`src/fdsc_pkg.sv`:
```
// Shared types and status codes for the frame deframer with sum checksum.
package fdsc_pkg;

   typedef enum logic [1:0] {
      ST_CONTINUE = 2'd0,
      ST_GOOD     = 2'd1,
      ST_ERROR    = 2'd2
   } status_type;

   localparam int unsigned LEN_BYTES = 4;

   typedef struct packed {
      logic [7:0]  rx_byte;
      logic [32:0] byte_index;
   } req_type;

   typedef struct packed {
      status_type  status;
      logic        payload_valid;
      logic [7:0]  payload_byte;
      logic [31:0] payload_offset;
   } rsp_type;

   // Input register contents handed to the parser.
   typedef struct packed {
      logic    valid;
      req_type data;
   } stage_type;

endpackage

```
`src/frame_deframer_sum_checksum_unit.sv`:
```
// Top level of the frame deframer with sum checksum.
//
//   channel  direction  handshake              contents
//   req      in         req_valid / req_ready  req_type: rx_byte, byte_index
//   rsp      out        rsp_valid / rsp_ready  rsp_type: status, payload fields
//   csr      in         csr_valid / csr_ready  magic_word write data
//
// One transaction per cycle sustained while rsp_ready is high; a taken request is loaded into the
// input register, then moves into the result register, from which it is presented on rsp.
// Length and sum state update when a transaction moves into the result register.
// A stalled rsp_ready backs up through both registers to req_ready in the same cycle.
// Synchronous reset clears valids, state and magic_word; csr_ready is always high.
module frame_deframer_sum_checksum_unit
   import fdsc_pkg::*;
#(
   parameter int unsigned MAGIC_LEN = 4
)(
   input  logic        clock,
   input  logic        reset,
   input  logic        req_valid,
   output logic        req_ready,
   input  req_type     req_payload,
   output logic        rsp_valid,
   input  logic        rsp_ready,
   output rsp_type     rsp_payload,
   input  logic        csr_valid,
   output logic        csr_ready,
   input  logic [31:0] csr_data
);

   logic [31:0] magic_word_ff, magic_word_in;
   stage_type   stage;
   logic        stage_take;

   assign csr_ready     = 1'b1;
   assign magic_word_in = (csr_valid && csr_ready) ? csr_data : magic_word_ff;

   always_ff @(posedge clock) begin
      if (reset) begin
         magic_word_ff <= 32'd0;
      end else begin
         magic_word_ff <= magic_word_in;
      end
   end

   fdsc_in_stage u_in_stage (
      .clock       (clock),
      .reset       (reset),
      .req_valid   (req_valid),
      .req_ready   (req_ready),
      .req_payload (req_payload),
      .stage_take  (stage_take),
      .stage       (stage)
   );

   fdsc_parse #(
      .MAGIC_LEN (MAGIC_LEN)
   ) u_parse (
      .clock       (clock),
      .reset       (reset),
      .magic_word  (magic_word_ff),
      .stage       (stage),
      .stage_take  (stage_take),
      .rsp_valid   (rsp_valid),
      .rsp_ready   (rsp_ready),
      .rsp_payload (rsp_payload)
   );

endmodule

```
`src/fdsc_in_stage.sv`:
```
// Input register: captures one request transaction per cycle while req_ready is high.
module fdsc_in_stage
   import fdsc_pkg::*;
(
   input  logic      clock,
   input  logic      reset,
   input  logic      req_valid,
   output logic      req_ready,
   input  req_type   req_payload,
   input  logic      stage_take,
   output stage_type stage
);

   logic    valid_ff, valid_in;
   req_type data_ff, data_in;

   assign req_ready = !valid_ff || stage_take;

   always_comb begin
      valid_in = valid_ff;
      data_in  = data_ff;
      if (req_ready) begin
         valid_in = req_valid;
         data_in  = req_payload;
      end
   end

   always_ff @(posedge clock) begin
      if (reset) begin
         valid_ff <= 1'b0;
      end else begin
         valid_ff <= valid_in;
      end
      data_ff <= data_in;
   end

   assign stage.valid = valid_ff;
   assign stage.data  = data_ff;

endmodule

```
`src/fdsc_parse.sv`:
```
// Frame parser: length and sum state, field decode and the result register.
module fdsc_parse
   import fdsc_pkg::*;
#(
   parameter int unsigned MAGIC_LEN = 4
)(
   input  logic        clock,
   input  logic        reset,
   input  logic [31:0] magic_word,
   input  stage_type   stage,
   output logic        stage_take,
   output logic        rsp_valid,
   input  logic        rsp_ready,
   output rsp_type     rsp_payload
);

   localparam logic [32:0] LEN_START = 33'(MAGIC_LEN);
   localparam logic [32:0] PAY_START = 33'(MAGIC_LEN + LEN_BYTES);

   logic [31:0] frame_length_ff, frame_length_in;
   logic [7:0]  running_sum_ff, running_sum_in;
   logic        rsp_valid_ff, rsp_valid_in;
   rsp_type     rsp_ff, rsp_in;

   logic [32:0] pos;
   logic [7:0]  b;
   logic [31:0] len_base;
   logic [7:0]  sum_base;
   logic [32:0] crc_pos;
   logic [7:0]  want;
   logic [1:0]  lane;
   logic [32:0] offset;
   rsp_type     result;
   logic [31:0] length_next;
   logic [7:0]  sum_next;

   assign stage_take = stage.valid && (!rsp_valid_ff || rsp_ready);

   assign pos      = stage.data.byte_index;
   assign b        = stage.data.rx_byte;
   // Start of frame clears length and sum before the byte is looked at.
   assign len_base = (pos == 33'd0) ? 32'd0 : frame_length_ff;
   assign sum_base = (pos == 33'd0) ? 8'd0 : running_sum_ff;
   assign crc_pos  = PAY_START + {1'b0, len_base};
   assign want     = magic_word[{pos[1:0], 3'b000} +: 8];
   assign lane     = pos[1:0] - LEN_START[1:0];
   assign offset   = pos - PAY_START;

   always_comb begin
      result.status         = ST_ERROR;
      result.payload_valid  = 1'b0;
      result.payload_byte   = 8'd0;
      result.payload_offset = 32'd0;
      length_next           = len_base;
      sum_next              = sum_base;
      priority if (pos < LEN_START) begin
         result.status = (b == want) ? ST_CONTINUE : ST_ERROR;
      end else if (pos < PAY_START) begin
         length_next   = len_base | (32'(b) << {lane, 3'b000});
         result.status = ST_CONTINUE;
      end else if (pos < crc_pos) begin
         sum_next              = sum_base + b;
         result.status         = ST_CONTINUE;
         result.payload_valid  = 1'b1;
         result.payload_byte   = b;
         result.payload_offset = offset[31:0];
      end else if (pos == crc_pos) begin
         result.status = (b == sum_base) ? ST_GOOD : ST_ERROR;
      end else begin
         result.status = ST_ERROR;
      end
   end

   always_comb begin
      frame_length_in = frame_length_ff;
      running_sum_in  = running_sum_ff;
      rsp_in          = rsp_ff;
      rsp_valid_in    = rsp_valid_ff && !rsp_ready;
      if (stage_take) begin
         frame_length_in = length_next;
         running_sum_in  = sum_next;
         rsp_in          = result;
         rsp_valid_in    = 1'b1;
      end
   end

   always_ff @(posedge clock) begin
      if (reset) begin
         frame_length_ff <= 32'd0;
         running_sum_ff  <= 8'd0;
         rsp_valid_ff    <= 1'b0;
      end else begin
         frame_length_ff <= frame_length_in;
         running_sum_ff  <= running_sum_in;
         rsp_valid_ff    <= rsp_valid_in;
      end
      rsp_ff <= rsp_in;
   end

   assign rsp_valid   = rsp_valid_ff;
   assign rsp_payload = rsp_ff;

   a_take_loads_result: assert property (@(posedge clock) disable iff (reset)
      stage_take |=> rsp_valid_ff)
      else $error("taken transaction did not reach the result register");

   a_start_clears: assert property (@(posedge clock) disable iff (reset)
      (stage_take && pos == 33'd0) |=> (frame_length_ff == 32'd0 && running_sum_ff == 8'd0))
      else $error("start of frame did not clear length and sum");

   a_payload_continue: assert property (@(posedge clock) disable iff (reset)
      (rsp_valid_ff && rsp_ff.payload_valid) |-> rsp_ff.status == ST_CONTINUE)
      else $error("payload byte reported with final status");

   a_idle_fields_zero: assert property (@(posedge clock) disable iff (reset)
      (rsp_valid_ff && !rsp_ff.payload_valid)
         |-> (rsp_ff.payload_byte == 8'd0 && rsp_ff.payload_offset == 32'd0))
      else $error("non-payload result carries payload data");

endmodule
```
`config.mk`:
```
export PLATFORM = sky130hd
export DESIGN_NAME = frame_deframer_sum_checksum_unit
export DESIGN_NICKNAME = d
export VERILOG_FILES = /design/src/fdsc_pkg.sv /design/src/frame_deframer_sum_checksum_unit.sv /design/src/fdsc_in_stage.sv /design/src/fdsc_parse.sv
export SDC_FILE = /design/constraint.sdc
export NUM_CORES = 1
export LEC_CHECK = 0
export BUFFER_PORTS_ARGS = -buffer_cell sky130_fd_sc_hd__buf_2
export CORE_AREA = 3 3 236 122
export DETAILED_ROUTE_END_ITERATION = 10
export DIE_AREA = 0 0 239 125
export GPL_ROUTABILITY_DRIVEN = 0
export MAX_ROUTING_LAYER = met4
export SYNTH_ARGS = -nofsm -noshare
export SYNTH_HDL_FRONTEND = slang
export SYNTH_SLANG_ARGS = --single-unit
```
`constraint.sdc`:
```
create_clock -name clock -period 6.8 [get_ports clock]
set_input_delay 0 -clock clock [delete_from_list [all_inputs] [get_ports clock]]
set_output_delay 0 -clock clock [all_outputs]
set_load 0.01 [all_outputs]
```
### After elaboration in Yosys (flattened, before gate mapping)

Index checks and enable logic that the tools add are counted.

| cells by class | value |
|---|---|
| $add $sub $neg | 3 |
| $lt $le $gt $ge | 3 |
| equal/unequal tests | 3 |
| shift operators | 2 |
| multiplexer cells | 15 |
| bitwise gates (word level) | 2 |
| reductions and logical operators | 10 |

Operators by type and width:

| operator | number |
|---|---|
| 32-bit 2-to-1 mux | 3 |
| 41-bit 2-to-1 mux | 1 |
| 4-bit by 32-bit adder with 33-bit output, first input constant | 1 |
| 33-bit equality test | 1 |
| 33-bit zero test | 1 |
| 33-bit by 3-bit less-than comparator with 1-bit output, second input constant | 1 |
| 33-bit less-than comparator | 1 |
| 33-bit by 4-bit less-than comparator with 1-bit output, second input constant | 1 |
| 8-bit 2-to-1 mux | 4 |
| 32-bit OR | 1 |
| 32-bit by 6-bit variable part select with 8-bit output | 1 |
| 8-bit by 5-bit << shifter with 32-bit output | 1 |
| 32-bit by 4-bit subtractor with 32-bit output, second input constant | 1 |
| 8-bit equality test | 2 |
| 2-bit 2-to-1 mux | 6 |
| 8-bit adder | 1 |
| 1-bit zero test | 3 |
| 3-bit OR reduction | 1 |
| 1-bit logical AND | 2 |
| 1-bit logical OR | 2 |
| 2-bit OR reduction | 1 |
| 1-bit 2-to-1 mux | 1 |
| 1-bit NOT | 1 |

| storage, ports and cells | value |
|---|---|
| register bits | 158 |
| input bits | 78 |
| output and inout port bits | 46 |

### Longest topological paths before layout

Gate-level depths: netlist of the first run.

| logic depth | value |
|---|---|
| depth in word-level cells | 8 |
| depth in mapped cells | 25 |
| depth with buffers taken out | 21 |

### By module

From an unflattened synthesis of the first run, not the netlist that was laid out.

| second synthesis, totals | value |
|---|---|
| cell total of the unflattened synthesis | 737 |
| area total of the unflattened synthesis | 7973.9 µm² |

By module, submodules not included:

| module | instances | cells each | area each (µm²) | sequential area each (µm²) |
|---|---|---|---|---|
| fdsc_parse | 1 | 586 | 5514.0 | 2112.0 |
| fdsc_in_stage | 1 | 46 | 1285.0 | 1251.2 |
| frame_deframer_sum_checksum_unit | 1 | 105 | 1174.9 | 640.6 |

### Least setup slack after synthesis of the first run

OpenSTA, ideal clock, no wires.

| timing | value |
|---|---|
| kind | reg-to-reg |
| start point | reg u_in_stage.data_ff (netlist bit u_in_stage.stage[3]) |
| end point | reg u_parse.rsp_ff (netlist bit u_parse.rsp_payload[26]), data pin |
| library setup time | 0.266 ns |
| data arrival time | 4.966 ns |
| path slack | 1.568 ns |
| stages on the path, launching flop included | 24 |
| cell sequence | edfxtp_1 > nor4_1 > nand3b_1 > or4_1 > buf_2 > clkbuf_1 > and2_1 > ha_1 > nand4_1 > nor3_1 > and2_1 > nand4_1 > nor2_1 > xnor2_1 > nand2_1 > ha_1 > nand4_1 > nor4_1 > nand2_1 > a31oi_1 > or2_2 > clkbuf_1 > buf_1 > nor2_1 |

| between the ends | value |
|---|---|
| longest elaborated chain between the ends | 6 |

Ends and longest elaborated chain:

| element | line | source |
|---|---|---|
| start: declaration | fdsc_in_stage.sv:15 | `req_type data_ff, data_in;` |
| start signal: assignment | fdsc_in_stage.sv:34 | `data_ff <= data_in;` |
| 33-bit zero test | fdsc_parse.sv:42 | `assign len_base = (pos == 33'd0) ? 32'd0 : frame_length_ff;` |
| 32-bit 2-to-1 mux | fdsc_parse.sv:42 |  |
| 4-bit by 32-bit adder with 33-bit output | fdsc_parse.sv:44 | `assign crc_pos = PAY_START + {1'b0, len_base};` |
| 33-bit less-than comparator | fdsc_parse.sv:61 | `end else if (pos < crc_pos) begin` |
| 1-bit NOT (no line) | -- |  |
| 3-bit OR reduction (no line) | -- |  |
| end signal: assignment | fdsc_parse.sv:97 | `rsp_ff <= rsp_in;` |
| end: declaration | fdsc_parse.sv:23 | `rsp_type rsp_ff, rsp_in;` |

Several ways; a longest one is shown, not always the timed one.
A chain may end at the register's enable or synchronous reset.

### Final worst setup path of the first run

| timing | value |
|---|---|
| start point | reg u_in_stage.data_ff (netlist bit u_in_stage.stage[13]) |
| end point | reg u_parse.running_sum_ff[5] |

| between the ends | value |
|---|---|
| longest elaborated chain between the ends | 7 |

Ends and longest elaborated chain:

| element | line | source |
|---|---|---|
| 33-bit zero test | fdsc_parse.sv:42, fdsc_parse.sv:43 |  |
| 32-bit 2-to-1 mux | fdsc_parse.sv:42 |  |
| 4-bit by 32-bit adder with 33-bit output | fdsc_parse.sv:44 |  |
| 33-bit less-than comparator | fdsc_parse.sv:61 |  |
| 8-bit 2-to-1 mux | fdsc_parse.sv:61 |  |
| 8-bit 2-to-1 mux | fdsc_parse.sv:58 | `end else if (pos < PAY_START) begin` |
| 8-bit 2-to-1 mux (*) | fdsc_parse.sv:56 | `priority if (pos < LEN_START) begin` |
| end signal: assignment | fdsc_parse.sv:94 | `running_sum_ff <= running_sum_in;` |
| end: declaration | fdsc_parse.sv:21 | `logic [7:0] running_sum_ff, running_sum_in;` |

Every way passes the cells marked *; elsewhere a longest branch is shown, timed or not.

==> impl_metrics.yaml, run 1 <==
critical_path:
  crit_family: "simple AND/OR/NAND/NOR gates"
  required_ns: 7.14
  slowest_stage: "or4_1"
  worstReg2RegEnd: "u_parse.running_sum_ff[5]"
  critPathArrivalTime_ns: 6.20
  startpoint_type: "register"
  reg2reg_depth: 20
  crit_type: "reg -> reg"
  crit_fanout: 18
  max_stage_delay_ns: 0.85
  crit_path_end: "u_parse.running_sum_ff[5]"
  path_cells: "nor4_1 -> nand3_1 -> or4_1 -> and2_1 -> ha_1 -> nand4_1 -> nor3_1 -> and2_1 -> nand4_1 -> nor2_1 -> xnor2_1 -> nand2_1 -> ha_1 -> and4_1 -> a221oi_1 -> nand4_1 -> or2_2 -> inv_1 -> nand2_1 -> o32ai_1"
  cp_num_buf_inv: 1
  r2r_slack_ns: 0.94
  endpoint_kind: "register"
  r2r-start: "u_in_stage.stage[13]"
  worst-path-stages: 20
  crit_top_cell: "nand4_1"
  setup.worst_path.start: "u_in_stage.stage[13]"
detailed_routing:
  via_count: 6250
  first_iter_violations: 344
  drtPass1Iterations: 5
  avgViaCountPerCell: 4.73
  wirelength_um: 21400
  drtAntennaViolNets: 0
  drc: 0
  wire_per_inst_um: 16.2
timing:
  setup_ws_ns: 0.938
  setup_tns_ns: 0
  tightestPinTransition_ns: 1.14
  finalCritPeriodShare_pct: 86.2
  slew_headroom_pct: 23.9
  period_needed_ns: 5.86
  fin_worst_skew_ns: 0.00859
  setup_viol: 0
  fmax_ghz: 0.171
  hold_viol_final: 0
  drv_slew: 0
  rsz0062_at_grt: "false"
logic_synthesis:
  ys_ff_latch: 158
  synthCells: 766
  synth_area_mm2: 0.00801
  synth_nets: 888
  synthFlopType: "edfxtp_1"
  ys_seq_area_share_pct: 50.0
  synthArstFlopShare_pct: 0
  synth_warnings: 0
  synth_edf_count: 84
  synth.distinct_cells: 56
  syn_area_per_cell_um2: 10.5
grt:
  grt_use_total_pct: 15.1
  grt_use_met1_pct: 18.9
  grt_pass1_wl_um: 34300
  grt_antenna_before_repair: 0
  gr-total-overflow: 0
  grt_util_met2_pct: 25.1
  first_global_vias: 6303
  grt_start_max_net_pins: 80
  grt.busiest_layer: "met2"
  grt_use_met3_pct: 2.77
clock_tree:
  clk_latency_ns: 0.43
  cts_buffers: 17
  clock-sinks: 158
  path_clk_slew_ns: 0.07
  cts-resized-gates: 0
  cts_tree: "built"
  clockBufferDepth: 2
  cts_root_buffer: "clkbuf_16"
  htree_levels: 4
floorplanning:
  start_util_pct: 30.1
  die_h_um: 125
  die_area_mm2: 0.0299
  placementRows: 42
  pin_count: 124
  core_area_mm2: 0.0266
  die_x_um: 239
place:
  dp_slack_ns: 0.946
  io_buffers: 122
  dp.cells: 1211
  hpwl_um: 15000
  place_area_mm2: 0.00894
layout:
  final_cell_count_no_fill: 1320
  area_growth_pct: 28.0
  nFillCells: 2652
  mostFrequentLayoutCells: "122 x nor2_1, 122 x buf_2, 84 x edfxtp_1, 76 x dlygate4sd3_1, 74 x dfxtp_1"
  nNetsFinal: 1076
  multi_input_area_mm2: 0.00377
  regArea_mm2: 0.00400
  drive_gt1_share_pct: 18.8
  finalInstanceArea_mm2: 0.0103
pwr:
  total_power_mw: 2.22
  power.density_mw_per_mm2: 216
  p_leak_nw: 4.01
  ir_worst_vdd_mv: 0.169
worst_hold_path:
  hp-class: "in -> reg"
status:
  outcome: "finished, final reports clean"
run:
  drv_cap: 0
## report_power, final
part | total [mW] | leakage (nW) | internal [mW] | switching, mW
Sequential | 1.09 | 1.44 | 1.05 | 0.0397
Combinational | 0.224 | 2.29 | 0.114 | 0.110
Clock | 0.903 | 0.276 | 0.479 | 0.424
Total | 2.22 | 4.01 | 1.64 | 0.573
## registers in the layout, indices dropped and copies added, names as in the netlist
| signal | cells |
|---|---|
| magic_word_ff | 32 |
| u_in_stage.stage | 41 |
| u_in_stage.valid_ff | 1 |
| u_parse.frame_length_ff | 32 |
| u_parse.rsp_payload | 43 |
| u_parse.rsp_valid | 1 |
| u_parse.running_sum_ff | 8 |
## area by class of cell
| type | count | share of cell area [%] |
|---|---|---|
| antenna | 1 | 0.0244 |
| clock inverter | 15 | 1.23 |
| sequential | 158 | 39.0 |
| multi-input combinational | 554 | 36.7 |
| inverter | 19 | 0.696 |
| tap | 352 | 4.30 |
| clock buffer | 17 | 4.15 |
| timing repair buffer | 204 | 13.8 |
## cells by family after synthesis
logic type	share of synthesized area [%]
AND/OR/NAND/NOR	18.7
flip-flops	50.0
AO/OA/AOI/OAI	8.08
XOR/XNOR	6.67
buffers and inverters	3.00
adder cells (fa/ha/maj)	6.97
multiplexers	6.50
other	0.0468
## cell usage after synthesis (6+ instances only)
| cell | instances | area share (%) |
|---|---|---|
| a21oi_1 | 27 | 1.7 |
| a22oi_1 | 30 | 2.8 |
| and2_1 | 18 | 1.4 |
| and3_1 | 6 | 0.47 |
| buf_2 | 8 | 0.50 |
| clkbuf_1 | 16 | 0.75 |
| dfxtp_1 | 74 | 18 |
| edfxtp_1 | 84 | 31 |
| ha_1 | 43 | 6.7 |
| inv_1 | 19 | 0.89 |
| mux2i_1 | 34 | 4.2 |
| mux4_2 | 8 | 2.2 |
| nand2_1 | 64 | 3.0 |
| nand2b_1 | 9 | 0.70 |
| nand3_1 | 17 | 1.1 |
| nand4_1 | 19 | 1.5 |
| nor2_1 | 122 | 5.7 |
| nor3_1 | 17 | 1.1 |
| nor4_1 | 9 | 0.70 |
| o21ai_0 | 13 | 0.81 |
| or4_1 | 9 | 0.84 |
| xnor2_1 | 37 | 4.0 |
| xor2_1 | 24 | 2.6 |
## metrics by stage
step | util [%] | hold WS, ns
final | 38.6 | 0.210
after global routing | 38.6 | 0.247
after CTS | 38.6 | 0.216
after detailed placement | 33.6 | 0.178
after global placement | 33.6 | 0.177
after floorplan | - | 0.0989
## tightest hold or removal path, delay by kind of cell
kind / cells / cell delay [ns]
AND/OR/NAND/NOR: 1 / 0.17
buffers and inverters: 2 / 0.43
## timing repair
| item | CTS | global route |
|---|---|---|
| endpoints found under the setup margin | 0 | 0 |
| hold buffers | 76 | 0 |
| hold endpoints to repair | 75 | 0 |
| buffers inserted | 0 | 0 |
## metal layers
layer / vias up / wire (um)
met4: 0 / 358
met5: - / 0
li1: 3131 / -
met1: 2988 / 9930
met2: 106 / 10600
met3: 25 / 557
## how the worst min path moves through the flow
stage,startpoint,endpoint,slack [ns],depth (start not counted)
4_1_cts,reset,u_parse.frame_length_ff[30],0.22,3
2_1_floorplan,req_payload[0],u_in_stage.stage[0],0.1,0
3_3_place_gp,req_payload[32],u_in_stage.stage[32],0.18,1
6_report,reset,u_parse.frame_length_ff[31],0.21,3
3_5_place_dp,req_payload[1],u_in_stage.stage[1],0.18,1
5_1_grt,reset,u_parse.frame_length_ff[27],0.25,3
Note: power is estimated with default switching activity, not from simulation.
==> run 2: changes to the inputs <==
--- a/config.mk
+++ b/config.mk
@@ -11,6 +11,7 @@
 export DIE_AREA = 0 0 239 125
 export GPL_ROUTABILITY_DRIVEN = 0
 export MAX_ROUTING_LAYER = met4
+export RECOVER_POWER = 25
 export SYNTH_ARGS = -nofsm -noshare
 export SYNTH_HDL_FRONTEND = slang
 export SYNTH_SLANG_ARGS = --single-unit
==> impl_metrics.yaml, run 2 (synthesized netlist as in run 1, its figures left out) <==
status:
  outcome: "finished, violations left"
  violations: "max-capacitance violations, max-slew violations"
timing:
  fmax_ghz: 0.171
  period_needed_ns: 5.85
  fin_worst_skew_ns: 0.00900
  slew_headroom_pct: -53.7
  setup_viol: 0
  setup_tns_ns: 0
  drv_slew: 33
  rsz0062_at_grt: "false"
  tightestPinTransition_ns: 2.31
  whs_ns: 0.209
  finalCritPeriodShare_pct: 86.1
  hold_viol_final: 0
clock_tree:
  clockBufferDepth: 2
  path_clk_slew_ns: 0.07
  cts_tree: "built"
  cts_setup_buffers: 0
  clock-sinks: 158
  cts-resized-gates: 0
  clk_latency_ns: 0.43
  htree_levels: 4
  cts_root_buffer: "clkbuf_16"
  cts_buffers: 17
  hold_buffers: 76
worst_hold_path:
  min_to: "u_parse.frame_length_ff[28]"
  hp-start: "reset"
  hold-path-cell-count: 3
  hp-class: "in -> reg"
critical_path:
  worstReg2RegEnd: "u_parse.running_sum_ff[5]"
  reg2reg_depth: 20
  r2r_slack_ns: 0.95
  critPathArrivalTime_ns: 6.19
  r2r-start: "u_in_stage.stage[13]"
  endpoint_kind: "register"
  crit_type: "reg -> reg"
  crit_fanout: 18
  startpoint_type: "register"
  required_ns: 7.14
detailed_routing:
  via_count: 6274
  first_iter_violations: 382
  wirelength_um: 21400
  wire_per_inst_um: 16.2
  drc: 0
  drtAntennaViolNets: 0
  avgViaCountPerCell: 4.75
  drtPass1Iterations: 5
place:
  place_area_mm2: 0.00894
  hpwl_um: 15000
  io_buffers: 122
  dp.cells: 1211
floorplanning:
  start_util_pct: 30.1
  die_h_um: 125
  core_area_mm2: 0.0266
  die_x_um: 239
  placementRows: 42
  pin_count: 124
  die_area_mm2: 0.0299
layout:
  nNetsFinal: 1076
  largest_reg_flops: 43
  final_common_cell: "nor2_1"
  post-route-util_pct: 38.5
  regArea_mm2: 0.00400
  drive_gt1_share_pct: 17.6
  multi_input_area_mm2: 0.00377
  final_cell_count_no_fill: 1320
  area_growth_pct: 27.8
  nFillCells: 2653
  finalInstanceArea_mm2: 0.0102
  mostFrequentLayoutCells: "122 x nor2_1, 110 x buf_2, 84 x edfxtp_1, 76 x dlygate4sd3_1, 74 x dfxtp_1"
grt:
  grt_start_max_net_pins: 80
  grt_use_total_pct: 15.1
  grt_pass1_wl_um: 34300
  gr-total-overflow: 0
  first_global_vias: 6303
  grt_antenna_before_repair: 0
run:
  drv_cap: 1
pwr:
  power.density_mw_per_mm2: 217
  p_leak_nw: 3.97
  ir_worst_vdd_mv: 0.169
-- run 2: cell count changes in the layout (fill, tap and decap cells not counted), sizes merged --
cell / before / now
clkbuf: 17 / 29
buf: 128 / 116
-- run 2: per-stage QoR --
stage                     power (mW)  setup slack, ns
final                           2.22            0.947
after global routing            2.31            0.386
after CTS                       2.24            0.915
after global placement          1.30             1.13
after floorplan                 1.22             1.57
after detailed placement        1.30            0.946
-- run 2: critical path: stages (launching register included) --
cell and delay, ns:
edfxtp_1 0.48, nor4_1 0.50, nand3_1 0.21, or4_1 0.85, and2_1 0.32, ha_1 0.24, nand4_1 0.15, nor3_1 0.09
and2_1 0.21, nand4_1 0.19, nor2_1 0.07, xnor2_1 0.13, nand2_1 0.07, ha_1 0.32, and4_1 0.21, a221oi_1 0.33
nand4_1 0.13, or2_2 0.30, inv_1 0.41, nand2_1 0.21, o32ai_1 0.33
-- run 2: cell type report --
| type | instances | share of cell area, % |
|---|---|---|
| Clock buffer | 17 | 4.15 |
| Sequential cell | 158 | 39.1 |
| Multi-Input combinational cell | 554 | 36.8 |
| Antenna cell | 1 | 0.0244 |
| Timing Repair Buffer | 204 | 13.7 |
| Tap cell | 352 | 4.30 |
| Inverter | 19 | 0.697 |
| Clock inverter | 15 | 1.23 |
-- run 2: where the power goes --
part / total [mW] / internal, mW / switching [mW]
combinational: 0.224 / 0.114 / 0.110
clock: 0.903 / 0.479 / 0.424
sequential: 1.09 / 1.05 / 0.0397
-- run 2: worst max-delay path by stage --
stage	start	end	slack (ns)	cells past startpoint
final	u_in_stage.stage[13]	u_parse.running_sum_ff[5]	0.95	20
after global routing	u_in_stage.stage[13]	u_parse.running_sum_ff[5]	0.39	21
after CTS	u_in_stage.stage[13]	u_parse.running_sum_ff[5]	0.91	20
after detailed placement	u_in_stage.stage[13]	u_parse.running_sum_ff[5]	0.95	20
after global placement	u_in_stage.stage[9]	u_parse.running_sum_ff[4]	1.13	20
after floorplan	u_in_stage.stage[3]	u_parse.rsp_payload[26]	1.57	23
-- run 2: metal layers --
metal  up-vias  GRT usage (%)  wire length, um
met4         0           4.12              346
li1       3132              -                -
met5         -              -                0
met2       113           25.1            10600
met1      3004           18.9             9820
met3        25           2.77              618
==> run 3: changes to the inputs <==
--- a/config.mk
+++ b/config.mk
@@ -5,10 +5,10 @@
 export SDC_FILE = /design/constraint.sdc
 export NUM_CORES = 1
 export LEC_CHECK = 0
-export BUFFER_PORTS_ARGS = -buffer_cell sky130_fd_sc_hd__buf_2
-export CORE_AREA = 3 3 236 122
+export BUFFER_PORTS_ARGS = -buffer_cell sky130_fd_sc_hd__buf_4
+export CORE_AREA = 2 2 235 121
 export DETAILED_ROUTE_END_ITERATION = 10
-export DIE_AREA = 0 0 239 125
+export DIE_AREA = 0 0 237 123
 export GPL_ROUTABILITY_DRIVEN = 0
 export MAX_ROUTING_LAYER = met4
 export RECOVER_POWER = 25
==> constraint.sdc (replaced) <==
create_clock -name clock -period 6.8 [get_ports clock]
set_input_delay 0 -clock clock [delete_from_list [all_inputs] [get_ports clock]]
set_output_delay 0 -clock clock [all_outputs]
set_load 0.05 [all_outputs]
==> impl_metrics.yaml, run 3 (synthesized netlist as in run 1, its figures left out) <==
floorplanning:
  start_util_pct: 29.5
  core_area_mm2: 0.0272
  pin_count: 124
  die_h_um: 123
  die_area_mm2: 0.0292
  placementRows: 43
  die_x_um: 237
worst_hold_path:
  min_to: "magic_word_ff[0]"
  hp-class: "in -> reg"
  hold-path-cell-count: 2
  hp-start: "reset"
clock_tree:
  clockBufferDepth: 2
  path_clk_slew_ns: 0.07
  htree_levels: 4
  cts_setup_buffers: 0
  clock-sinks: 158
  clk_latency_ns: 0.44
  cts_root_buffer: "clkbuf_16"
  cts_buffers: 17
  cts_tree: "built"
place:
  io_buffers: 122
  hpwl_um: 15900
  place_area_mm2: 0.00927
  dp_slack_ns: 0.921
critical_path:
  path_cells: "nor4_1 -> nand3b_1 -> buf_4 -> or4_1 -> and2_1 -> ha_1 -> nand4_1 -> nor3_1 -> and2_1 -> nand4_1 -> nor2_1 -> xnor2_1 -> nand2_1 -> ha_1 -> and4_1 -> a221oi_1 -> nand4_1 -> or2_2 -> inv_1 -> nand2_1 -> o32ai_1"
  startpoint_type: "register"
  required_ns: 7.13
  r2r_slack_ns: 0.81
  crit_fanout: 14
  max_stage_delay_ns: 0.60
  crit_type: "reg -> reg"
  endpoint_kind: "register"
  crit_top_cell: "nand4_1"
  r2r-start: "u_in_stage.stage[3]"
  slowest_stage: "or4_1"
  worstReg2RegEnd: "u_parse.running_sum_ff[4]"
  reg2reg_depth: 21
  critPathArrivalTime_ns: 6.32
layout:
  final_common_cell: "nor2_1"
  mostFrequentLayoutCells: "122 x nor2_1, 89 x buf_4, 84 x edfxtp_1, 76 x dlygate4sd3_1, 74 x dfxtp_1"
  drive_gt1_share_pct: 18.4
  finalInstanceArea_mm2: 0.0107
  area_growth_pct: 33.3
  nNetsFinal: 1078
  largest_reg_flops: 43
status:
  outcome: "finished, final reports clean"
grt:
  grt_use_total_pct: 16.4
  grt_antenna_before_repair: 0
  grt_pass1_wl_um: 34900
  first_global_vias: 6088
  gr-total-overflow: 0
  grt_start_max_net_pins: 80
timing:
  finalCritPeriodShare_pct: 88.1
  tightestPinTransition_ns: 1.12
  rsz0062_at_grt: "false"
  fin_worst_skew_ns: 0.0114
  setup_ws_ns: 0.810
  slew_headroom_pct: 25.1
  setup_tns_ns: 0
  hold_viol_final: 0
  fmax_ghz: 0.167
  setup_viol: 0
  period_needed_ns: 5.99
  drv_slew: 0
pwr:
  ir_worst_vdd_mv: 0.131
  p_leak_nw: 4.14
  power.density_mw_per_mm2: 231
run:
  drv_cap: 0
detailed_routing:
  wire_per_inst_um: 17.0
  first_iter_violations: 500
  drtAntennaViolNets: 0
  drc: 0
  drtPass1Iterations: 6
  wirelength_um: 22600
  avgViaCountPerCell: 4.88
  via_count: 6486
## run 3: cell types whose count changed in the layout (fill, tap and decap cells not counted), sizes merged
cell,previous run,this run
buf,116,89
bufinv,0,5
clkbuf,29,60
clkinv,6,2
clkinvlp,1,2
inv,27,23
## run 3: layout make-up
cell class | count | area (um^2)
fillers | 2604 | 16500
flip-flops and latches | 158 | 4000
multi-input cells | 554 | 3770
repair buffers | 206 | 1720
clock buffers | 19 | 453
well taps | 360 | 450
clock inverters | 13 | 208
inverters | 19 | 71.3
diodes | 1 | 2.50
## run 3: metal layers
layer | vias up | track usage, % | wire length [um]
met4 | 0 | 3.28 | 162
met5 | - | - | 0
met2 | 193 | 21.8 | 9050
met1 | 3129 | 24.5 | 12100
li1 | 3146 | - | -
met3 | 18 | 4.38 | 1330
## run 3: worst max path at each step
stage               slack (ns)                   endpoint  cells past startpoint                 from
CTS                       0.85  u_parse.running_sum_ff[4]                     21  u_in_stage.stage[3]
floorplan                 1.57    u_parse.rsp_payload[26]                     23  u_in_stage.stage[3]
global placement          1.10  u_parse.running_sum_ff[5]                     21  u_in_stage.stage[3]
detailed placement        0.92  u_parse.running_sum_ff[4]                     21  u_in_stage.stage[3]
finish                    0.81  u_parse.running_sum_ff[4]                     21  u_in_stage.stage[3]
global route              0.42  u_parse.running_sum_ff[4]                     21  u_in_stage.stage[3]
## run 3: repair_timing
action,4_1_cts,5_1_grt
endpoints found under the hold margin,75,0
resized for setup,0,0
hold buffers,76,0
## run 3: power by group
part	internal [mW]	total, mW	leakage (nW)	switching [mW]
Clock	0.673	1.09	0.316	0.412
Combinational	0.132	0.291	2.38	0.159
Sequential	1.05	1.09	1.44	0.0406
## run 3: worst max-delay path, delay by kind of cell (launching register included)
kind | cells | cell delay [ns]
simple gates | 14 | 3.29
compound gates | 2 | 0.84
fa+ha+maj | 2 | 0.58
buf+inv | 2 | 0.57
flops | 1 | 0.46
xor+xnor | 1 | 0.14
## run 3: stage by stage
| stage | power (mW) | utilization, % | hold WS (ns) | cells |
|---|---|---|---|---|
| 3_5_place_dp | 1.37 | 34.1 | 0.179 | 1221 |
| 6_report | 2.47 | 39.3 | 0.124 | 1330 |
| 4_1_cts | 2.50 | 39.3 | 0.101 | 1329 |
| 3_3_place_gp | 1.37 | 34.1 | 0.180 | 1221 |
| 2_1_floorplan | 1.26 | - | 0.0989 | 766 |
| 5_1_grt | 2.57 | 39.3 | 0.130 | 1329 |
